$ cat config.mk
export PLATFORM = sky130hd
export DESIGN_NAME = fixed_partition_allocator_top
export DESIGN_NICKNAME = d
export VERILOG_FILES = /design/src/rtl/fpa_pkg.sv /design/src/rtl/fixed_partition_allocator_top.sv
export VERILOG_INCLUDE_DIRS = /design/src /design/src/rtl
export SDC_FILE = /design/constraint.sdc
export NUM_CORES = 1
export LEC_CHECK = 0
export BUFFER_PORTS_ARGS = -buffer_cell sky130_fd_sc_hd__buf_4
export CORE_MARGIN = 1
export CORE_UTILIZATION = 43
export DETAILED_ROUTE_END_ITERATION = 8
export PLACE_DENSITY_LB_ADDON = 0.08
export SLEW_MARGIN = 20
export SYNTH_ARGS = -nofsm -noshare
export SYNTH_HDL_FRONTEND = slang
export SYNTH_SLANG_ARGS = --single-unit
$ cat constraint.sdc
create_clock -name clk -period 10.2 [get_ports clk]
set_input_delay 1.02 -clock clk [delete_from_list [all_inputs] [get_ports clk]]
set_output_delay 1.02 -clock clk [all_outputs]
set_load 0.05 [all_outputs]
$ cat src/rtl/assert_macros.svh
// Assertion macros shared by the RTL of the partition allocator.
// Each macro expects a clock named clk and an active-low reset named rst_n in scope.
`ifndef ASSERT_MACROS_SVH
`define ASSERT_MACROS_SVH

// The property must hold at every clock edge outside reset.
`define FPA_ASSERT(lbl, prop, msg) \
  lbl: assert property (@(posedge clk) disable iff (!rst_n) (prop)) else $error(msg);

// When the antecedent holds, the consequent must hold in the next cycle.
`define FPA_ASSERT_NEXT(lbl, ante, cons, msg) \
  lbl: assert property (@(posedge clk) disable iff (!rst_n) (ante) |=> (cons)) else $error(msg);

`endif

$ cat src/rtl/fpa_pkg.sv
// Package for the fixed-partition allocator: table sizes, field widths and codes.
// No dependencies; imported by fixed_partition_allocator_top.
package fpa_pkg;

  // Table geometry.
  localparam int BLOCKS    = 16;
  localparam int SIZE_BITS = 16;
  localparam int IDX_W     = (BLOCKS > 1) ? $clog2(BLOCKS) : 1;
  localparam int CNT_W     = $clog2(BLOCKS + 1);

  // Statistic widths.
  localparam int SUM_W     = 20;
  localparam int REFUSED_W = 16;

  // Item actions.
  localparam logic [1:0] ACT_CLEAR  = 2'd0;
  localparam logic [1:0] ACT_APPEND = 2'd1;
  localparam logic [1:0] ACT_ALLOC  = 2'd2;

  // Placement policies; the unused code behaves as first fit.
  localparam logic [1:0] POL_FIRST = 2'd0;
  localparam logic [1:0] POL_BEST  = 2'd1;
  localparam logic [1:0] POL_NEXT  = 2'd2;

  // Result status.
  localparam logic STAT_OK   = 1'b0;
  localparam logic STAT_FULL = 1'b1;

endpackage

$ cat src/rtl/fixed_partition_allocator_top.sv
// Fixed-partition allocator with first, best and next fit placement.
// Depends on fpa_pkg and assert_macros.svh.
//
//   channel   direction  handshake             payload
//   in_       input      in_valid / in_stall   in_action, in_size_value
//   out_      output     out_valid / out_stall granted, index, waste, statistics
//   cfg_      input      cfg_wr_en             cfg_wr_data (fit policy)
//
// An allocate request scans the table one block per cycle through a single
// size comparator, in the order accept, scan and commit. First and next fit
// stop at the first hit. Clear, append and unused actions go from accept
// straight to commit without a scan.
// Reset clears the table, all statistics and the policy; sizes are not cleared.
// A stalled result stays in the output register; the next request is accepted,
// and its commit waits until the output register is free.
module fixed_partition_allocator_top (
  input  logic                             clk,
  input  logic                             rst_n,
  input  logic                             in_valid,
  output logic                             in_stall,
  input  logic [1:0]                       in_action,
  input  logic [fpa_pkg::SIZE_BITS-1:0]    in_size_value,
  output logic                             out_valid,
  input  logic                             out_stall,
  output logic                             out_granted,
  output logic [fpa_pkg::IDX_W-1:0]        out_block_index,
  output logic [fpa_pkg::SIZE_BITS-1:0]    out_internal_waste,
  output logic [fpa_pkg::REFUSED_W-1:0]    out_unallocated_count,
  output logic [fpa_pkg::SUM_W-1:0]        out_internal_total,
  output logic [fpa_pkg::SUM_W-1:0]        out_external_total,
  output logic [fpa_pkg::CNT_W-1:0]        out_blocks_stored,
  output logic                             out_status,
  input  logic                             cfg_wr_en,
  input  logic [1:0]                       cfg_wr_data
);
  import fpa_pkg::*;
  `include "assert_macros.svh"

  // Sequencer states.
  localparam logic [1:0] S_IDLE   = 2'd0;
  localparam logic [1:0] S_SCAN   = 2'd1;
  localparam logic [1:0] S_COMMIT = 2'd2;

  logic [1:0]             state_r, state_nxt;
  logic [1:0]             policy_r;
  logic [1:0]             action_r, action_nxt;
  logic [SIZE_BITS-1:0]   req_r, req_nxt;

  // Partition table.
  logic [SIZE_BITS-1:0]   size_mem [BLOCKS];
  logic [SIZE_BITS-1:0]   rd_size_r;
  logic [BLOCKS-1:0]      used_r, used_nxt;
  logic [CNT_W-1:0]       total_r, total_nxt;
  logic [IDX_W-1:0]       ptr_r, ptr_nxt;

  // Run statistics.
  logic [SUM_W-1:0]       free_r, free_nxt;
  logic [SUM_W-1:0]       waste_sum_r, waste_sum_nxt;
  logic [REFUSED_W-1:0]   refused_r, refused_nxt;

  // Scan state.
  logic [IDX_W-1:0]       pos_r, pos_nxt;
  logic [IDX_W-1:0]       step_r, step_nxt;
  logic                   found_r, found_nxt;
  logic [IDX_W-1:0]       pick_idx_r, pick_idx_nxt;
  logic [SIZE_BITS-1:0]   pick_size_r, pick_size_nxt;

  // Output register.
  logic                   out_valid_r, out_valid_nxt;
  logic                   granted_r, granted_nxt;
  logic [IDX_W-1:0]       index_r, index_nxt;
  logic [SIZE_BITS-1:0]   waste_r, waste_nxt;
  logic                   status_r, status_nxt;

  // Shared comparator and scan helpers.
  logic                   in_take;
  logic                   out_take;
  logic                   out_busy;
  logic [SIZE_BITS-1:0]   cur_size;
  logic                   hit;
  logic                   better;
  logic                   last_step;
  logic [IDX_W-1:0]       pos_adv;
  logic [IDX_W-1:0]       start_pos;
  logic                   do_append;
  logic [SUM_W:0]         free_add;
  logic [SUM_W:0]         waste_add;
  logic [SIZE_BITS-1:0]   grant_waste;
  logic [SUM_W-1:0]       pick_ext;

  // Terms used by the checks.
  logic                   scan_in_range;
  logic                   refused_out;
  logic                   no_block;
  logic                   commit_go;
  logic                   result_loaded;

  assign in_stall  = (state_r != S_IDLE);
  assign in_take   = in_valid && !in_stall;
  assign out_take  = out_valid_r && !out_stall;
  assign out_busy  = out_valid_r && out_stall;

  // One table entry per cycle goes through the fit comparator.
  assign cur_size  = rd_size_r;
  assign hit       = !used_r[pos_r] && (cur_size >= req_r);
  assign better    = !found_r || (cur_size < pick_size_r);
  assign last_step = ((CNT_W'(step_r) + CNT_W'(1)) == total_r);
  assign pos_adv   = ((CNT_W'(pos_r) + CNT_W'(1)) == total_r) ? '0 : pos_r + IDX_W'(1);
  assign start_pos = ((policy_r == POL_NEXT) && (CNT_W'(ptr_r) < total_r)) ? ptr_r : '0;

  // Commit arithmetic.
  assign do_append   = (state_r == S_COMMIT) && !out_busy && (action_r == ACT_APPEND) &&
                       (total_r < CNT_W'(BLOCKS));
  assign grant_waste = pick_size_r - req_r;
  assign pick_ext    = SUM_W'(pick_size_r);
  assign free_add    = {1'b0, free_r} + (SUM_W + 1)'(req_r);
  assign waste_add   = {1'b0, waste_sum_r} + (SUM_W + 1)'(grant_waste);

  // Sequencer and state updates.
  always_comb begin
    state_nxt     = state_r;
    action_nxt    = action_r;
    req_nxt       = req_r;
    used_nxt      = used_r;
    total_nxt     = total_r;
    ptr_nxt       = ptr_r;
    free_nxt      = free_r;
    waste_sum_nxt = waste_sum_r;
    refused_nxt   = refused_r;
    pos_nxt       = pos_r;
    step_nxt      = step_r;
    found_nxt     = found_r;
    pick_idx_nxt  = pick_idx_r;
    pick_size_nxt = pick_size_r;
    out_valid_nxt = out_take ? 1'b0 : out_valid_r;
    granted_nxt   = granted_r;
    index_nxt     = index_r;
    waste_nxt     = waste_r;
    status_nxt    = status_r;

    case (state_r)
      S_IDLE: begin
        if (in_take) begin
          action_nxt = in_action;
          req_nxt    = in_size_value;
          pos_nxt    = start_pos;
          step_nxt   = '0;
          found_nxt  = 1'b0;
          if ((in_action == ACT_ALLOC) && (total_r != '0)) begin
            state_nxt = S_SCAN;
          end else begin
            state_nxt = S_COMMIT;
          end
        end
      end

      S_SCAN: begin
        pos_nxt  = pos_adv;
        step_nxt = step_r + IDX_W'(1);
        if (policy_r == POL_BEST) begin
          if (hit && better) begin
            found_nxt     = 1'b1;
            pick_idx_nxt  = pos_r;
            pick_size_nxt = cur_size;
          end
          if (last_step) begin
            state_nxt = S_COMMIT;
          end
        end else begin
          if (hit) begin
            found_nxt     = 1'b1;
            pick_idx_nxt  = pos_r;
            pick_size_nxt = cur_size;
            state_nxt     = S_COMMIT;
          end else if (last_step) begin
            state_nxt = S_COMMIT;
          end
        end
      end

      S_COMMIT: begin
        if (!out_busy) begin
          granted_nxt = 1'b0;
          index_nxt   = '0;
          waste_nxt   = '0;
          status_nxt  = STAT_OK;
          case (action_r)
            ACT_CLEAR: begin
              used_nxt      = '0;
              total_nxt     = '0;
              ptr_nxt       = '0;
              free_nxt      = '0;
              waste_sum_nxt = '0;
              refused_nxt   = '0;
            end
            ACT_APPEND: begin
              if (total_r < CNT_W'(BLOCKS)) begin
                used_nxt[total_r[IDX_W-1:0]] = 1'b0;
                total_nxt = total_r + CNT_W'(1);
                free_nxt  = free_add[SUM_W] ? {SUM_W{1'b1}} : free_add[SUM_W-1:0];
              end else begin
                status_nxt = STAT_FULL;
              end
            end
            ACT_ALLOC: begin
              if (found_r) begin
                granted_nxt            = 1'b1;
                index_nxt              = pick_idx_r;
                waste_nxt              = grant_waste;
                used_nxt[pick_idx_r]   = 1'b1;
                free_nxt      = (free_r >= pick_ext) ? free_r - pick_ext : '0;
                waste_sum_nxt = waste_add[SUM_W] ? {SUM_W{1'b1}} : waste_add[SUM_W-1:0];
                ptr_nxt       = ((CNT_W'(pick_idx_r) + CNT_W'(1)) >= total_r) ?
                                '0 : pick_idx_r + IDX_W'(1);
              end else if (refused_r != {REFUSED_W{1'b1}}) begin
                refused_nxt = refused_r + REFUSED_W'(1);
              end
            end
            default: begin
            end
          endcase
          out_valid_nxt = 1'b1;
          state_nxt     = S_IDLE;
        end
      end

      default: begin
        state_nxt = S_IDLE;
      end
    endcase
  end

  // Control registers.
  always_ff @(posedge clk) begin
    if (!rst_n) begin
      state_r     <= S_IDLE;
      policy_r    <= POL_FIRST;
      used_r      <= '0;
      total_r     <= '0;
      ptr_r       <= '0;
      free_r      <= '0;
      waste_sum_r <= '0;
      refused_r   <= '0;
      out_valid_r <= 1'b0;
    end else begin
      state_r     <= state_nxt;
      used_r      <= used_nxt;
      total_r     <= total_nxt;
      ptr_r       <= ptr_nxt;
      free_r      <= free_nxt;
      waste_sum_r <= waste_sum_nxt;
      refused_r   <= refused_nxt;
      out_valid_r <= out_valid_nxt;
      if (cfg_wr_en) begin
        policy_r <= cfg_wr_data;
      end
    end
  end

  // Payload registers.
  always_ff @(posedge clk) begin
    action_r    <= action_nxt;
    req_r       <= req_nxt;
    pos_r       <= pos_nxt;
    step_r      <= step_nxt;
    found_r     <= found_nxt;
    pick_idx_r  <= pick_idx_nxt;
    pick_size_r <= pick_size_nxt;
    granted_r   <= granted_nxt;
    index_r     <= index_nxt;
    waste_r     <= waste_nxt;
    status_r    <= status_nxt;
  end

  // Partition size table, written on append; the read follows the scan position
  // so the entry at pos_r is in rd_size_r during each scan cycle.
  always_ff @(posedge clk) begin
    if (do_append) begin
      size_mem[total_r[IDX_W-1:0]] <= req_r;
    end
    rd_size_r <= size_mem[pos_nxt];
  end

  // Result ports.
  assign out_valid             = out_valid_r;
  assign out_granted           = granted_r;
  assign out_block_index       = index_r;
  assign out_internal_waste    = waste_r;
  assign out_unallocated_count = refused_r;
  assign out_internal_total    = waste_sum_r;
  assign out_external_total    = free_r;
  assign out_blocks_stored     = total_r;
  assign out_status            = status_r;

  // Checks on the sequencer and the result contents.
  assign scan_in_range = (CNT_W'(step_r) < total_r);
  assign refused_out   = out_valid && !out_granted;
  assign no_block      = (out_block_index == '0) && (out_internal_waste == '0);
  assign commit_go     = (state_r == S_COMMIT) && !out_busy;
  assign result_loaded = out_valid_r && (state_r == S_IDLE);

  `FPA_ASSERT(a_total_bound, total_r <= CNT_W'(BLOCKS), "table count exceeds capacity")
  `FPA_ASSERT(a_scan_bound, (state_r == S_SCAN) |-> scan_in_range, "scan past table end")
  `FPA_ASSERT(a_refused_fields, refused_out |-> no_block, "refused result carries a block")
  `FPA_ASSERT_NEXT(a_commit_loads, commit_go, result_loaded, "commit did not load the result")

endmodule
==> flow_metrics.env <==
export IMPL_outcome="finished, final reports clean"
export IMPL_fin_crit_sh=0.584
export IMPL_post_cts_buffers=0
export IMPL_wl_per_cell_um=21.8
export IMPL_die_w_um=224
export IMPL_async_flop_share=0
export IMPL_vias_per_cell=5.60
export IMPL_cts_buffers=47
export IMPL_fp_dieArea_mm2=0.0500
export IMPL_yosysTopAreaCell="edfxtp_1"
export IMPL_grt_pass1_vias=13921
export IMPL_stdcell_area_mm2=0.0241
export IMPL_clock_latency_ns=0.58
export IMPL_final_cells=2508
export IMPL_hold_buffers=0
export IMPL_drt_antenna_violating_nets=0
export IMPL_io_pins=110
export IMPL_yosys_top_cells_area="edfxtp_1, dfxtp_1, mux2i_1"
export IMPL_final_util=0.502
export IMPL_drt_iter0_drc=939
export IMPL_finalHoldViolCount=0
export IMPL_grt_overflow=0
export IMPL_cts_sinks=427
export IMPL_avgSynthCellArea_um2=12.2
export IMPL_rsz0062_at_grt="false"
export IMPL_cp_start_kind="flop"
export IMPL_diodes=0
export IMPL_layout_drive_gt1_share=0.143
export IMPL_fin_crit_ns=5.95
export IMPL_ys_types=64
export IMPL_critPathBufInv=1
export IMPL_slowest_stage="nor2b_1"
export IMPL_post_dp_cell_area_mm2=0.0227
export IMPL_multi_input_area_mm2=0.00881
export IMPL_cpLargestDelayFamily="compound AO/OA/AOI/OAI gates"
export IMPL_drc=0
export IMPL_track_usage=0.220
export IMPL_dp_hpwl_um=37100
export IMPL_ys_flop_type="edfxtp_1"
export IMPL_grt_pass1_wl_um=82900
export IMPL_cp_cell_sequence="inv_1 > fa_1 > a21o_1 > a21oi_1 > nor2b_1 > o21a_1 > o41ai_1 > o21ai_0 > nor2_1 > xnor2_1 > ha_1 > nand4_1 > o41ai_1 > a221o_1 > nor2b_1 > o21ai_0 > a21boi_0"
export IMPL_slowest_delay_ns=0.84
export IMPL_coreArea_mm2=0.0480
export IMPL_antenna_found_initial=2
export IMPL_pre_cts_ws_ns=4.38
export IMPL_dr_pass1_iters=5
export IMPL_synth_edff_count=321
export IMPL_nFillCells=4236
export IMPL_syn_inst=1730
export IMPL_ir_drop_uv=121
export IMPL_syn_to_final_growth_pct=14.4
export IMPL_start_util=0.439
export IMPL_ff_latch_area_mm2=0.0118
export IMPL_die_h_um=224
export IMPL_pwr_density_cell_mw_per_mm2=157
export IMPL_clkSlewWorstSetupHoldPaths_ns=0.06
export IMPL_holdCritPathClass="flop to flop"
export IMPL_dp_cells=2422
export IMPL_port_buffers=109
export IMPL_drv_cap=0
export IMPL_arrival_ns=6.45
export IMPL_path_max_fanout=18
export IMPL_synth_top_area_share=0.457
export IMPL_final_nets=2003
export IMPL_cts_htree_levels=2
export IMPL_totalNegativeSetupSlack_ns=0
export IMPL_via_count=14040
export IMPL_path_class="flop to flop"
export IMPL_place_gp_congestion=0.880
export IMPL_maxSlewHeadroom=0.230
export IMPL_reg2reg_slack_ns=4.25
export IMPL_final_common_cell="edfxtp_1"
export IMPL_synth_seq_cells=427
export IMPL_grt_start_max_net_pins=130
export IMPL_synth_net_count=1877
export IMPL_finalSetupViolations=0
export IMPL_cts_tree="built"
export IMPL_crit_required_ns=10.70
export IMPL_most_common_layout_cells="edfxtp_1, mux2i_1, buf_4, ha_1, nand2_1"
export IMPL_fin_worst_skew_ns=0.00935
export IMPL_leakagePower_uw=0.00894
export IMPL_fmaxAchievable_mhz=168
export IMPL_rows=80
export IMPL_yosysSeqAreaShare=0.557
export IMPL_cts_buffer_depth=3
export IMPL_cts_root_buffer="clkbuf_16"
export IMPL_cp_end_kind="flop"
export IMPL_layout_setup_ws_ns=4.25
export IMPL_ctsResizeCount=0
export IMPL_synth_area_mm2=0.0211
export IMPL_worst_pin_slew_ns=1.15
export IMPL_wl_um=54800
export IMPL_yosysWarnings=0
export IMPL_slew_viol_final=0
[tightest hold or removal path, cell delays in order (launching register included)]
cell	delay [ns]
dfxtp_1	0.33
nand2_1	0.06
nand2_1	0.04
[cell type report]
cell class                      instances  area share
Sequential cell                       427       0.487
Multi-Input combinational cell       1169       0.365
Clock buffer                           64      0.0523
Timing Repair Buffer                  141      0.0444
Tap cell                              615      0.0319
Inverter                               70      0.0109
Clock inverter                         22     0.00814
[report_power, final]
| group | internal, uW | switching (uW) |
|---|---|---|
| sequential | 1890 | 15.7 |
| clock | 944 | 689 |
| combinational | 88.2 | 166 |
[cell usage after synthesis (13+ instances only)]
library cell,count
edfxtp_1,321
mux2i_1,164
ha_1,118
nand2_1,111
dfxtp_1,106
nor2_1,106
a21oi_1,97
inv_1,70
o21ai_0,66
xnor2_1,43
clkbuf_1,39
a21o_1,37
xor2_1,37
nor2b_1,36
mux2_2,33
a221o_1,28
and3_1,28
and2_1,24
nand3_1,23
nand2b_1,18
nor3_1,18
o22ai_1,18
nand4_1,17
a31oi_1,13
[stage by stage]
step / total power (uW) / hold slack [ns]
4_1_cts: 3840 / 0.476
6_report: 3790 / 0.475
3_3_place_gp: 2190 / 0.463
2_1_floorplan: 2110 / 0.403
3_5_place_dp: 2200 / 0.470
5_1_grt: 3920 / 0.501
[sequential cells by signal, indices dropped and copies added, names as in the netlist, 2 cells and up]
register / flops
cur_size: 16
out_block_index: 4
used_r: 16
out_unallocated_count: 16
action_r: 2
state_r: 2
policy_r: 2
step_r: 4
req_r: 16
out_external_total: 20
out_blocks_stored: 5
size_mem: 256
pick_idx_r: 4
pick_size_r: 16
ptr_r: 4
out_internal_total: 20
out_internal_waste: 16
pos_r: 4
[cell families after synthesis]
group	Yosys count	synth area share
DFF	427	0.557
and+or+nand+nor	409	0.0945
AOI/OAI and AO/OA	356	0.114
muxes	202	0.101
buffers and inverters	134	0.0269
adders and majority gates	122	0.0737
xor gates and xnor gates	80	0.0332
[metal layers]
metal  global-route usage  share of wire  vias to the layer above
met1                0.290           0.45                     6851
met5                    0              0                        -
met4               0.0875          0.034                        0
met2                0.366           0.47                      372
met3               0.0282          0.045                       96
li1                     -              -                     6721
[worst paths after layout]
path / cells past startpoint / to / startpoint
max: 17 / out_internal_total[8] / req_r[1]
min: 2 / out_internal_total[0] / out_internal_total[0]
min reg2reg: 2 / out_internal_total[0] / out_internal_total[0]
max reg2reg: 17 / out_internal_total[8] / req_r[1]
(Power assumes the default switching activity.)
